<file path="src/hw/rtl/sfa_pkg.sv">
// Shared types and constants for the spectral frame averager.
// Beat payload structs, controller state and command/status bundles.
// No dependencies.
package sfa_pkg;

   localparam int SAMPLE_W = 16;
   localparam int SUM_W    = 20;
   localparam int FRAC_W   = 8;
   localparam int DVD_W    = SUM_W + FRAC_W;
   localparam int MEAN_W   = 24;
   localparam int IDX_W    = 11;
   localparam int POS_W    = 12;
   localparam int USED_W   = 5;
   localparam int LIMIT_W  = 5;
   localparam int STEP_W   = $clog2(DVD_W + 1);

   localparam logic [LIMIT_W-1:0] LIMIT_RESET = 5'd16;
   localparam logic [POS_W-1:0]   POS_MAX     = '1;
   localparam logic [IDX_W-1:0]   IDX_MAX     = '1;
   localparam logic [MEAN_W-1:0]  MEAN_MAX    = '1;

   typedef struct packed {
      logic [SAMPLE_W-1:0] sample;
      logic                last_pixel;
      logic                average_enable;
      logic                clear_history;
   } sfa_req_type;

   typedef struct packed {
      logic [MEAN_W-1:0] mean_value;
      logic [IDX_W-1:0]  pixel_index;
      logic              frame_end;
      logic [USED_W-1:0] frames_used;
      logic              overrun;
   } sfa_rsp_type;

   typedef enum logic [2:0] {
      ST_IDLE,
      ST_DECODE,
      ST_ADDR,
      ST_READ,
      ST_UPDATE,
      ST_DIVIDE,
      ST_FINISH
   } sfa_state_type;

   typedef struct packed {
      logic capture;
      logic clear_hist;
      logic frame_update;
      logic addr_load;
      logic mem_read;
      logic update;
      logic out_load;
   } sfa_cmd_type;

   typedef struct packed {
      logic is_clear;
      logic will_avg;
      logic div_busy;
      logic out_free;
   } sfa_status_type;

endpackage

</file>
<file path="src/hw/rtl/sfa_controller.sv">
// Controller state machine: decodes a beat, then for averaged pixels memory
// access, sum update, division; output load for all but clear beats. Depends on sfa_pkg.
module sfa_controller
   import sfa_pkg::*;
(
   input  logic           clock,
   input  logic           reset,
   input  logic           req_valid,
   output logic           req_stall,
   input  sfa_status_type status,
   output sfa_cmd_type    cmd
);

   sfa_state_type state_ff, state_in;

   always_comb begin
      state_in = state_ff;
      case (state_ff)
         ST_IDLE: begin
            if (req_valid) begin
               state_in = ST_DECODE;
            end
         end
         ST_DECODE: begin
            if (status.is_clear) begin
               state_in = ST_IDLE;
            end else if (status.will_avg) begin
               state_in = ST_ADDR;
            end else begin
               state_in = ST_FINISH;
            end
         end
         ST_ADDR: begin
            state_in = ST_READ;
         end
         ST_READ: begin
            state_in = ST_UPDATE;
         end
         ST_UPDATE: begin
            state_in = ST_DIVIDE;
         end
         ST_DIVIDE: begin
            if (!status.div_busy) begin
               state_in = ST_FINISH;
            end
         end
         ST_FINISH: begin
            if (status.out_free) begin
               state_in = ST_IDLE;
            end
         end
         default: begin
            state_in = ST_IDLE;
         end
      endcase
   end

   always_comb begin
      cmd       = '0;
      req_stall = 1'b1;
      case (state_ff)
         ST_IDLE: begin
            req_stall   = 1'b0;
            cmd.capture = req_valid;
         end
         ST_DECODE: begin
            cmd.clear_hist   = status.is_clear;
            cmd.frame_update = !status.is_clear;
         end
         ST_ADDR: begin
            cmd.addr_load = 1'b1;
         end
         ST_READ: begin
            cmd.mem_read = 1'b1;
         end
         ST_UPDATE: begin
            cmd.update = 1'b1;
         end
         ST_DIVIDE: begin
            cmd = '0;
         end
         ST_FINISH: begin
            cmd.out_load = status.out_free;
         end
         default: begin
            cmd = '0;
         end
      endcase
   end

   always_ff @(posedge clock) begin
      if (reset) begin
         state_ff <= ST_IDLE;
      end else begin
         state_ff <= state_in;
      end
   end

endmodule
</file>
<file path="config.mk">
export PLATFORM = sky130hd
export DESIGN_NAME = sfa_controller
export DESIGN_NICKNAME = d
export VERILOG_FILES = /design/src/hw/rtl/sfa_pkg.sv /design/src/hw/rtl/sfa_controller.sv
export SDC_FILE = /design/constraint.sdc
export NUM_CORES = 1
export LEC_CHECK = 0
export BUFFER_PORTS_ARGS = -buffer_cell sky130_fd_sc_hd__buf_2
export CORE_AREA = 2 2 39 41
export CTS_CLUSTER_SIZE = 24
export DETAILED_ROUTE_END_ITERATION = 10
export DIE_AREA = 0 0 41 43
export PLACE_DENSITY_LB_ADDON = 0.2
export SLEW_MARGIN = 10
export SYNTH_ARGS = -nofsm -noshare
export SYNTH_HDL_FRONTEND = slang
export SYNTH_SLANG_ARGS = --single-unit
</file>
<file path="constraint.sdc">
create_clock -name clock -period 1.5 [get_ports clock]
set_input_delay 0.225 -clock clock [delete_from_list [all_inputs] [get_ports clock]]
set_output_delay 0.225 -clock clock [all_outputs]
set_load 0.1 [all_outputs]
</file>
* After elaboration in Yosys (flattened, before gate mapping)
Index checks and enable logic that the tools add are counted.
** Storage, ports and cells
- Bits in registers :: 3
- Bits of input ports :: 7
- Logic and storage cells :: 26
** Cells by class
- Equality and inequality tests :: 9
- Mux-type cells :: 13
- Reduce and logical (&&, ||, !) cells :: 3
** Operators by type and width (number)
- 3-bit case mux with 7 select lines :: 1
- 3-bit two-way mux :: 5
- 3-bit == test (second input constant) :: 3
- 3-bit by 2-bit == test with 1-bit output (second input constant) :: 2
- 1-bit two-way mux :: 6
- 2-bit != test (second input constant) :: 3
- 3-bit by 1-bit == test with 1-bit output (second input constant) :: 1
- 3-bit zero test :: 1
- 3-bit AND reduction :: 1
- 2-bit two-way mux :: 1
- 1-bit zero test :: 1

* Depth between registers and ports, before layout
Gate-level depths: netlist of the first run.
- Word-level depth :: 3
- Gate-level depth with buffers :: 4
- Mapped depth without buffers :: 3

* Least setup slack after synthesis of the first run
Ideal clock, no wire load.
- Path kind :: reg2out
- From :: register state_ff[1]
- To :: output port cmd[4] (netlist bit)
- Arrival time :: 3.627 ns
- Data required time :: 1.275 ns
- Setup slack :: -2.352 ns
- Cell stages (with the launch flop) :: 3
- Cell sequence :: dfxtp_1 -> buf_4 -> nor4b_1
** RTL lines
- start, declared :: line sfa_controller.sv:14 : sfa_state_type state_ff, state_in;
- start signal, assigned :: line sfa_controller.sv:95 : state_ff <= state_in;
- end, declared :: line sfa_controller.sv:11 : output sfa_cmd_type cmd

==> impl_results.html, run 1 <==
<table>
<tr><th>Metric</th><th>Value</th></tr>
<tr><th colspan="2">Clock tree</th></tr>
<tr><td>CTS tree</td><td>built</td></tr>
<tr><td>CTS buffer count</td><td>3</td></tr>
<tr><td>Clock-pin slew reported for the worst setup and hold paths after clock tree synthesis</td><td>40 ps</td></tr>
<tr><td>Clock Root Buffer</td><td>clkbuf_4</td></tr>
<tr><td>CTS H-Tree Depth</td><td>1</td></tr>
<tr><td>Maximum buffer depth of the clock tree</td><td>2</td></tr>
<tr><td>Sink Count</td><td>3</td></tr>
<tr><td>Worst-Skew Late Latency</td><td>240 ps</td></tr>
<tr><td>Cts-stage hold buffer count</td><td>0</td></tr>
<tr><th colspan="2">Floorplan</th></tr>
<tr><td>Starting density of the core</td><td>19.6%</td></tr>
<tr><td>Floorplan core area</td><td>1380 sq um</td></tr>
<tr><td>Die Outline Area</td><td>1760 sq um</td></tr>
<tr><td>Width of the die</td><td>41 um</td></tr>
<tr><td>Number of top-level pins</td><td>15</td></tr>
<tr><td>Vertical extent of the die</td><td>43 um</td></tr>
<tr><td>Placement Rows</td><td>14</td></tr>
<tr><th colspan="2">Power</th></tr>
<tr><td>Total Power Consumption</td><td>0.478 mW</td></tr>
<tr><td>IR drop worst, VDD</td><td>0.404 mV</td></tr>
<tr><td>Total power per unit cell area</td><td>867 nW/um^2</td></tr>
<tr><td>Static leakage power</td><td>0.230 nW</td></tr>
<tr><th colspan="2">Global route</th></tr>
<tr><td>Aggregate global-route resource usage</td><td>9.71%</td></tr>
<tr><td>Initial antenna violation count</td><td>0</td></tr>
<tr><td>Pin count of the biggest net entering global routing</td><td>11</td></tr>
<tr><td>Residual overflow from global routing</td><td>0</td></tr>
<tr><td>Via count of the first global-routing pass</td><td>290</td></tr>
<tr><td>First-pass GRT wire length</td><td>1170 um</td></tr>
<tr><th colspan="2">Route</th></tr>
<tr><td>Via count</td><td>297</td></tr>
<tr><td>DRC viols</td><td>0</td></tr>
<tr><td>Detailed Routing Iterations Pass 1</td><td>2</td></tr>
<tr><td>Total wirelength of the detailed-routed design</td><td>668 um</td></tr>
<tr><td>Avg Vias per Cell</td><td>4.57</td></tr>
<tr><td>Initial drt markers</td><td>3</td></tr>
<tr><td>Routed len/inst</td><td>10.3 um</td></tr>
<tr><td>Remaining antenna violation count after routing</td><td>0</td></tr>
<tr><th colspan="2">Finish</th></tr>
<tr><td>Most flop-heavy register</td><td>state_ff</td></tr>
<tr><td>Top flop regs</td><td>state_ff: 3 flops</td></tr>
<tr><td>Post-route design area</td><td>551 sq um</td></tr>
<tr><td>Synthesis-to-layout area growth</td><td>103%</td></tr>
<tr><td>Max FFs per register</td><td>3</td></tr>
<tr><td>Diode count</td><td>0</td></tr>
<tr><td>Fraction of final layout cells sized beyond drive strength 1</td><td>69.4%</td></tr>
<tr><td>Nets</td><td>57</td></tr>
<tr><th colspan="2">Setup path</th></tr>
<tr><td>Highest net fanout along the worst path</td><td>6</td></tr>
<tr><td>Launch point of the worst reg-to-reg path</td><td>state_ff[2]</td></tr>
<tr><td>CP Launch Type</td><td>flop</td></tr>
<tr><td>WS Path Type</td><td>reg2out</td></tr>
<tr><td>Kind of end point of the critical path</td><td>primary output</td></tr>
<tr><td>Beginning of the critical path</td><td>state_ff[1]</td></tr>
<tr><td>Crit path arrival time</td><td>1290 ps</td></tr>
<tr><td>CP required</td><td>1270 ps</td></tr>
<tr><th colspan="2">Synthesis</th></tr>
<tr><td>Cells after Synth</td><td>31</td></tr>
<tr><td>Post-Syn Nets</td><td>38</td></tr>
<tr><td>Synthesized cell area</td><td>272 sq um</td></tr>
<tr><td>Synth top area share</td><td>22.1%</td></tr>
<tr><td>Post-synthesis cell type count</td><td>21</td></tr>
<tr><td>Synth Area per Inst</td><td>8.76 sq um</td></tr>
<tr><td>Proportion of synthesized chip area in sequential cells</td><td>22.1%</td></tr>
<tr><td>Leading cell types by total area after synthesis</td><td>dfxtp_1, nor2_1, a221oi_2</td></tr>
<tr><td>Most instantiated cells after synthesis</td><td>nor2_1, dfxtp_1</td></tr>
<tr><td>Dominant cell by count in the synthesized netlist</td><td>nor2_1</td></tr>
<tr><td>Flop and latch count out of synthesis</td><td>3</td></tr>
<tr><td>Number of flops mapped to enable cells by yosys</td><td>0</td></tr>
<tr><td>Top_reg_cell synth</td><td>dfxtp_1</td></tr>
<tr><td>Leading area contributor after synthesis</td><td>dfxtp_1</td></tr>
<tr><td>Proportion of synthesized flip-flops having asynchronous set or reset</td><td>0%</td></tr>
<tr><td>Yosys warning total</td><td>0</td></tr>
<tr><th colspan="2">Placement</th></tr>
<tr><td>Post-placement worst setup slack</td><td>209 ps</td></tr>
<tr><td>Total of buffers placed on input and output ports</td><td>14</td></tr>
<tr><td>Placed Instance Area</td><td>512 sq um</td></tr>
<tr><td>Routability congestion estimate from global placement</td><td>0.681</td></tr>
<tr><td>Half-perimeter wire length of the detailed placement result</td><td>476 um</td></tr>
<tr><th colspan="2">STA</th></tr>
<tr><td>Post-route clock period utilization</td><td>101%</td></tr>
<tr><td>FMAX</td><td>0.662 GHz</td></tr>
<tr><td>Final count of negative-setup-slack endpoints</td><td>1</td></tr>
<tr><td>Final critical path time including I/O delays and setup</td><td>1510 ps</td></tr>
<tr><td>Transition at the pin with the smallest max-transition slack</td><td>278 ps</td></tr>
<tr><td>Final hold violation count</td><td>0</td></tr>
<tr><td>Worst relative slew slack</td><td>81.6%</td></tr>
<tr><td>Minimum setup slack in the final design</td><td>-10.5 ps</td></tr>
<tr><td>Setup repair after global routing missed its margin</td><td>yes</td></tr>
<tr><td>Final-report max-slew violation count</td><td>0</td></tr>
<tr><td>Skew final</td><td>4.81 ps</td></tr>
<tr><th colspan="2">Flow run</th></tr>
<tr><td>Max-cap violations</td><td>0</td></tr>
<tr><th colspan="2">Hold path</th></tr>
<tr><td>Min-delay src</td><td>reset</td></tr>
<tr><td>Worst hold path class</td><td>in2reg</td></tr>
<tr><th colspan="2">Status</th></tr>
<tr><td>Status</td><td>complete, but fails checks</td></tr>
<tr><td>Violated checks</td><td>setup timing</td></tr>
</table>
## worst max-delay path, cell delays in order, from the launching register on
cell,delay (ps)
dfxtp_2,350
or3_4,410
nor2_4,110
buf_12,180
## cells by family after synthesis
logic type,share of synthesized area (%)
AOI/OAI and AO/OA,20.3
DFF,22.1
buffers and inverters,12.4
and+or+nand+nor,45.2
## layout by cell type (no fill, tap or decap), types with 2 or more instances in the layout
master	n
buf_4	2
nor3b_4	2
buf_12	7
nor3_1	2
dfxtp_2	2
inv_1	2
nor2_1	4
buf_2	6
clkbuf_4	3
buf_6	2
## metrics by stage
step	util, %	instances	setup TNS [ps]	hold slack, ps
after global placement	37.0	61	0	436
after CTS	39.5	65	-25.2	182
final	39.8	65	-10.5	197
after detailed placement	37.0	61	0	436
after global routing	39.8	65	-128	177
after floorplan	-	31	-631	296
## where the power goes
group | total, mW | switching (mW) | leakage, nW | internal [mW]
registers | 0.100 | 0.0139 | 0.0261 | 0.0864
clock network | 0.146 | 0.0461 | 0.0150 | 0.100
logic | 0.231 | 0.145 | 0.189 | 0.0859
## metal layers
layer | track usage [%] | routed length (um) | part of all wire, % | vias to the layer above
met5 | 0 | 0 | 0 | -
met1 | 12.7 | 316 | 47 | 139
li1 | - | - | - | 151
met3 | 4.71 | 32 | 4.8 | 0
met4 | 4.00 | 0 | 0 | 0
met2 | 13.1 | 319 | 48 | 7
## cell type report
class / instances / area (sq um)
fill: 140 / 833
multi-input combinational: 23 / 223
timing repair buffer: 17 / 208
sequential: 3 / 66.3
clock buffer: 4 / 26.3
tap: 16 / 20.0
inverter: 2 / 7.51
## timing repair
item,in CTS,in global routing
buffers inserted,0,0
pin swaps,3,2
endpoints found under the hold margin,0,0
endpoints found under the setup margin,5,6
gates resized for setup,3,1
## path summary, 6_finish.rpt
path | endpoint | slack [ps] | depth (start not counted)
worst max-delay path | cmd[6] | -10 | 3
worst max register to register | state_ff[1] | 420 | 4
worst min-delay path | state_ff[2] | 200 | 2
worst min register to register | state_ff[2] | 550 | 2
Power figures use the tool's default switching activity.
==> run 2: changes to the inputs <==
==> constraint.sdc (replaced) <==
create_clock -name clock -period 1.79 [get_ports clock]
set_input_delay 0.2685 -clock clock [delete_from_list [all_inputs] [get_ports clock]]
set_output_delay 0.2685 -clock clock [all_outputs]
set_load 0.1 [all_outputs]
==> run 2 against run 1 <==
Against the previous run:
- the run now ends clean
- sequential power decreased by 12%
- cell area down 1.4%
- count of clock-buffer cells in the layout unchanged
- sequential share of layout area fell by 0.76 points
- clock skew is 4.3 ps lower
- clock power shrank 21%
- core utilization shrank 0.54 points
- flip-flop and latch count is the same
- final cell count is 1.5% lower
- first-iteration DRC count did not move
- via count decreased by 8.4%
- critical path type unchanged
- largest power group unchanged
- highest routed layer unchanged
==> impl_results.html, run 2 (synthesis results as in run 1) <==
<table>
<tr><th>Metric</th><th>Value</th></tr>
<tr><th colspan="2">STA</th></tr>
<tr><td>Setup repair after global routing missed its margin</td><td>no (was yes)</td></tr>
<tr><td>Total negative setup slack</td><td>0 ps (was -10.5 ps)</td></tr>
<tr><td>Final count of negative-setup-slack endpoints</td><td>0 (was 1)</td></tr>
<tr><td>FMAX</td><td>0.602 GHz</td></tr>
<tr><td>Transition at the pin with the smallest max-transition slack</td><td>414 ps (was 278 ps)</td></tr>
<tr><td>Final-report max-slew violation count</td><td>0 (unchanged)</td></tr>
<tr><td>Final hold violation count</td><td>0 (unchanged)</td></tr>
<tr><td>Worst relative slew slack</td><td>72.3% (was 81.6%)</td></tr>
<tr><td>Skew final</td><td>0.541 ps (was 4.81 ps)</td></tr>
<tr><td>Post-route clock period utilization</td><td>92.8%</td></tr>
<tr><td>Min Hold Slack</td><td>243 ps (was 197 ps)</td></tr>
<tr><td>Final critical path time including I/O delays and setup</td><td>1660 ps</td></tr>
<tr><th colspan="2">Hold path</th></tr>
<tr><td>Hold path endpoint</td><td>state_ff[2] (unchanged)</td></tr>
<tr><td>Worst hold path class</td><td>in2reg (unchanged)</td></tr>
<tr><td>Min-delay src</td><td>reset (unchanged)</td></tr>
<tr><td>Cell depth of the worst min-delay path</td><td>2 (unchanged)</td></tr>
<tr><th colspan="2">Finish</th></tr>
<tr><td>Diode count</td><td>0 (unchanged)</td></tr>
<tr><td>Post-route design area</td><td>543 sq um (was 551 sq um)</td></tr>
<tr><td>Commonest non-fill, non-tap cells in the layout</td><td>buf_12, buf_2, nor2_1, clkbuf_4 (unchanged)</td></tr>
<tr><td>Max FFs per register</td><td>3 (unchanged)</td></tr>
<tr><td>Top flop regs</td><td>state_ff: 3 flops (unchanged)</td></tr>
<tr><td>Most flop-heavy register</td><td>state_ff (unchanged)</td></tr>
<tr><td>Synthesis-to-layout area growth</td><td>100% (was 103%)</td></tr>
<tr><td>Most common cell after layout, fill and taps aside</td><td>buf_12 (unchanged)</td></tr>
<tr><td>Fraction of final layout cells sized beyond drive strength 1</td><td>64.6% (was 69.4%)</td></tr>
<tr><td>Nets</td><td>56 (was 57)</td></tr>
<tr><th colspan="2">Floorplan</th></tr>
<tr><td>Width of the die</td><td>41 um (unchanged)</td></tr>
<tr><td>Die Outline Area</td><td>1760 sq um (unchanged)</td></tr>
<tr><td>Vertical extent of the die</td><td>43 um (unchanged)</td></tr>
<tr><td>Placement Rows</td><td>14 (unchanged)</td></tr>
<tr><td>Floorplan core area</td><td>1380 sq um (unchanged)</td></tr>
<tr><td>Starting density of the core</td><td>19.6% (unchanged)</td></tr>
<tr><td>Number of top-level pins</td><td>15 (unchanged)</td></tr>
<tr><th colspan="2">Clock tree</th></tr>
<tr><td>Sink Count</td><td>3 (unchanged)</td></tr>
<tr><td>Maximum buffer depth of the clock tree</td><td>2 (unchanged)</td></tr>
<tr><td>CTS tree</td><td>built (unchanged)</td></tr>
<tr><td>CTS buffer count</td><td>3 (unchanged)</td></tr>
<tr><td>Cts-stage hold buffer count</td><td>0 (unchanged)</td></tr>
<tr><td>Clock-pin slew reported for the worst setup and hold paths after clock tree synthesis</td><td>40 ps (about the same)</td></tr>
<tr><td>CTS H-Tree Depth</td><td>1 (unchanged)</td></tr>
<tr><td>Worst-Skew Late Latency</td><td>230 ps (was 240 ps)</td></tr>
<tr><td>Clock Root Buffer</td><td>clkbuf_4 (unchanged)</td></tr>
<tr><th colspan="2">Power</th></tr>
<tr><td>Combinational share of power</td><td>49.0% (was 48.4%)</td></tr>
<tr><td>IR drop worst, VDD</td><td>0.324 mV (was 0.404 mV)</td></tr>
<tr><td>Sequential share of power</td><td>22.0% (was 21.0%)</td></tr>
<tr><td>Switch Pwr</td><td>0.166 mW (was 0.205 mW)</td></tr>
<tr><td>Total power per unit cell area</td><td>735 nW/um^2 (was 867 nW/um^2)</td></tr>
<tr><td>Switching fraction of total power</td><td>41.7% (was 43.0%)</td></tr>
<tr><td>Static leakage power</td><td>0.226 nW (was 0.230 nW)</td></tr>
<tr><td>Total Power Consumption</td><td>0.399 mW (was 0.478 mW)</td></tr>
<tr><td>Part of the total power dissipated in the clock network</td><td>29.0% (was 30.6%)</td></tr>
<tr><td>Internal portion of total power</td><td>0.233 mW (was 0.272 mW)</td></tr>
<tr><th colspan="2">Global route</th></tr>
<tr><td>Initial antenna violation count</td><td>0 (unchanged)</td></tr>
<tr><td>Aggregate global-route resource usage</td><td>8.81% (was 9.71%)</td></tr>
<tr><td>Residual overflow from global routing</td><td>0 (unchanged)</td></tr>
<tr><td>Pin count of the biggest net entering global routing</td><td>16 (was 11)</td></tr>
<tr><td>Via count of the first global-routing pass</td><td>278 (was 290)</td></tr>
<tr><td>First-pass GRT wire length</td><td>1100 um (was 1170 um)</td></tr>
<tr><th colspan="2">Setup path</th></tr>
<tr><td>Cells along the critical path</td><td>or3_4 -&gt; nor2_4 -&gt; buf_12 (unchanged)</td></tr>
<tr><td>CP required</td><td>1520 ps (was 1270 ps)</td></tr>
<tr><td>Crit path arrival time</td><td>1390 ps (was 1290 ps)</td></tr>
<tr><td>CP Launch Type</td><td>flop (unchanged)</td></tr>
<tr><td>Standard cell with the maximum stage delay on the critical path</td><td>or3_4 (unchanged)</td></tr>
<tr><td>Max stage delay on crit path</td><td>450 ps (was 410 ps)</td></tr>
<tr><td>WS Path Type</td><td>reg2out (unchanged)</td></tr>
<tr><td>FF-to-FF path depth</td><td>3 (was 4)</td></tr>
<tr><td>Register-to-Register Setup Slack</td><td>540 ps (was 420 ps)</td></tr>
<tr><td>Highest net fanout along the worst path</td><td>11 (was 6)</td></tr>
<tr><td>Reg-to-reg endpoint</td><td>state_ff[1] (unchanged)</td></tr>
<tr><td>Launch point of the worst reg-to-reg path</td><td>state_ff[1] (was state_ff[2])</td></tr>
<tr><td>Kind of end point of the critical path</td><td>primary output (unchanged)</td></tr>
<tr><th colspan="2">Status</th></tr>
<tr><td>Status</td><td>complete, no violations (was complete, but fails checks)</td></tr>
<tr><th colspan="2">Route</th></tr>
<tr><td>Initial drt markers</td><td>3 (unchanged)</td></tr>
<tr><td>Detailed Routing Iterations Pass 1</td><td>4 (was 2)</td></tr>
<tr><td>Remaining antenna violation count after routing</td><td>0 (unchanged)</td></tr>
<tr><td>Routed len/inst</td><td>10.3 um (about the same)</td></tr>
<tr><td>Via count</td><td>272 (was 297)</td></tr>
<tr><td>DRC viols</td><td>0 (unchanged)</td></tr>
<tr><td>Avg Vias per Cell</td><td>4.25 (was 4.57)</td></tr>
<tr><td>Total wirelength of the detailed-routed design</td><td>659 um (was 668 um)</td></tr>
<tr><th colspan="2">Placement</th></tr>
<tr><td>Routability congestion estimate from global placement</td><td>0.681 (about the same)</td></tr>
<tr><td>Half-perimeter wire length of the detailed placement result</td><td>491 um (was 476 um)</td></tr>
<tr><td>Total of buffers placed on input and output ports</td><td>14 (unchanged)</td></tr>
<tr><td>Placed Instance Area</td><td>515 sq um (was 512 sq um)</td></tr>
<tr><th colspan="2">Flow run</th></tr>
<tr><td>Max-cap violations</td><td>0 (unchanged)</td></tr>
</table>
-- run 2: power by group through the flow --
stage | logic [mW] | registers (mW) | clock network, mW
floorplan | 0.142 | 0.0774 | 0
global placement | 0.197 | 0.0883 | 0
detailed placement | 0.197 | 0.0887 | 0
CTS | 0.197 | 0.0876 | 0.124
global route | 0.206 | 0.0899 | 0.127
finish | 0.196 | 0.0879 | 0.116
-- run 2: final cells by class --
type	count	area, sq um
flip-flops and latches	3	61.3
inverters	2	7.51
fillers	144	841
repair buffers	16	205
multi-input cells	23	223
well taps	16	20.0
clock buffers	4	26.3
-- run 2: how the worst max path moves through the flow --
stage | end | start | slack (ps)
finish | cmd[6] | state_ff[1] | 130
global placement | cmd[6] | state_ff[2] | 270
floorplan | cmd[4] | state_ff[0] | -80
CTS | cmd[6] | state_ff[2] | 10
global route | cmd[6] | state_ff[1] | 80
detailed placement | cmd[6] | state_ff[2] | 260
-- run 2: repair_timing --
action / 4_1_cts / 5_1_grt
endpoints found under the setup margin: 0 / 3
setup buffers: 0 / 0
resized for setup: 0 / 1
-- run 2: worst max-delay path, delay by kind of cell, from the launching register on --
kind,cells,cell delay [ps]
DFF,1,420
buffers and inverters,1,180
and+or+nand+nor,2,560
-- run 2: metrics by stage --
step / cells / utilization [%] / worst slack [ps]
after floorplan: 31 / - / -75.7
final: 64 / 39.2 / 129
after CTS: 64 / 39.2 / 10.2
after global placement: 60 / 37.3 / 273
after global routing: 64 / 39.2 / 84.0
after detailed placement: 60 / 37.3 / 263
-- run 2: metal layers --
layer  share of wire [%]  track usage (%)  vias up
li1                    -                -      148
met1                  46             11.8      117
met2                  51             13.1        7
met3                 3.3                0        0
met4                   0             6.00        0
met5                   0                0        -
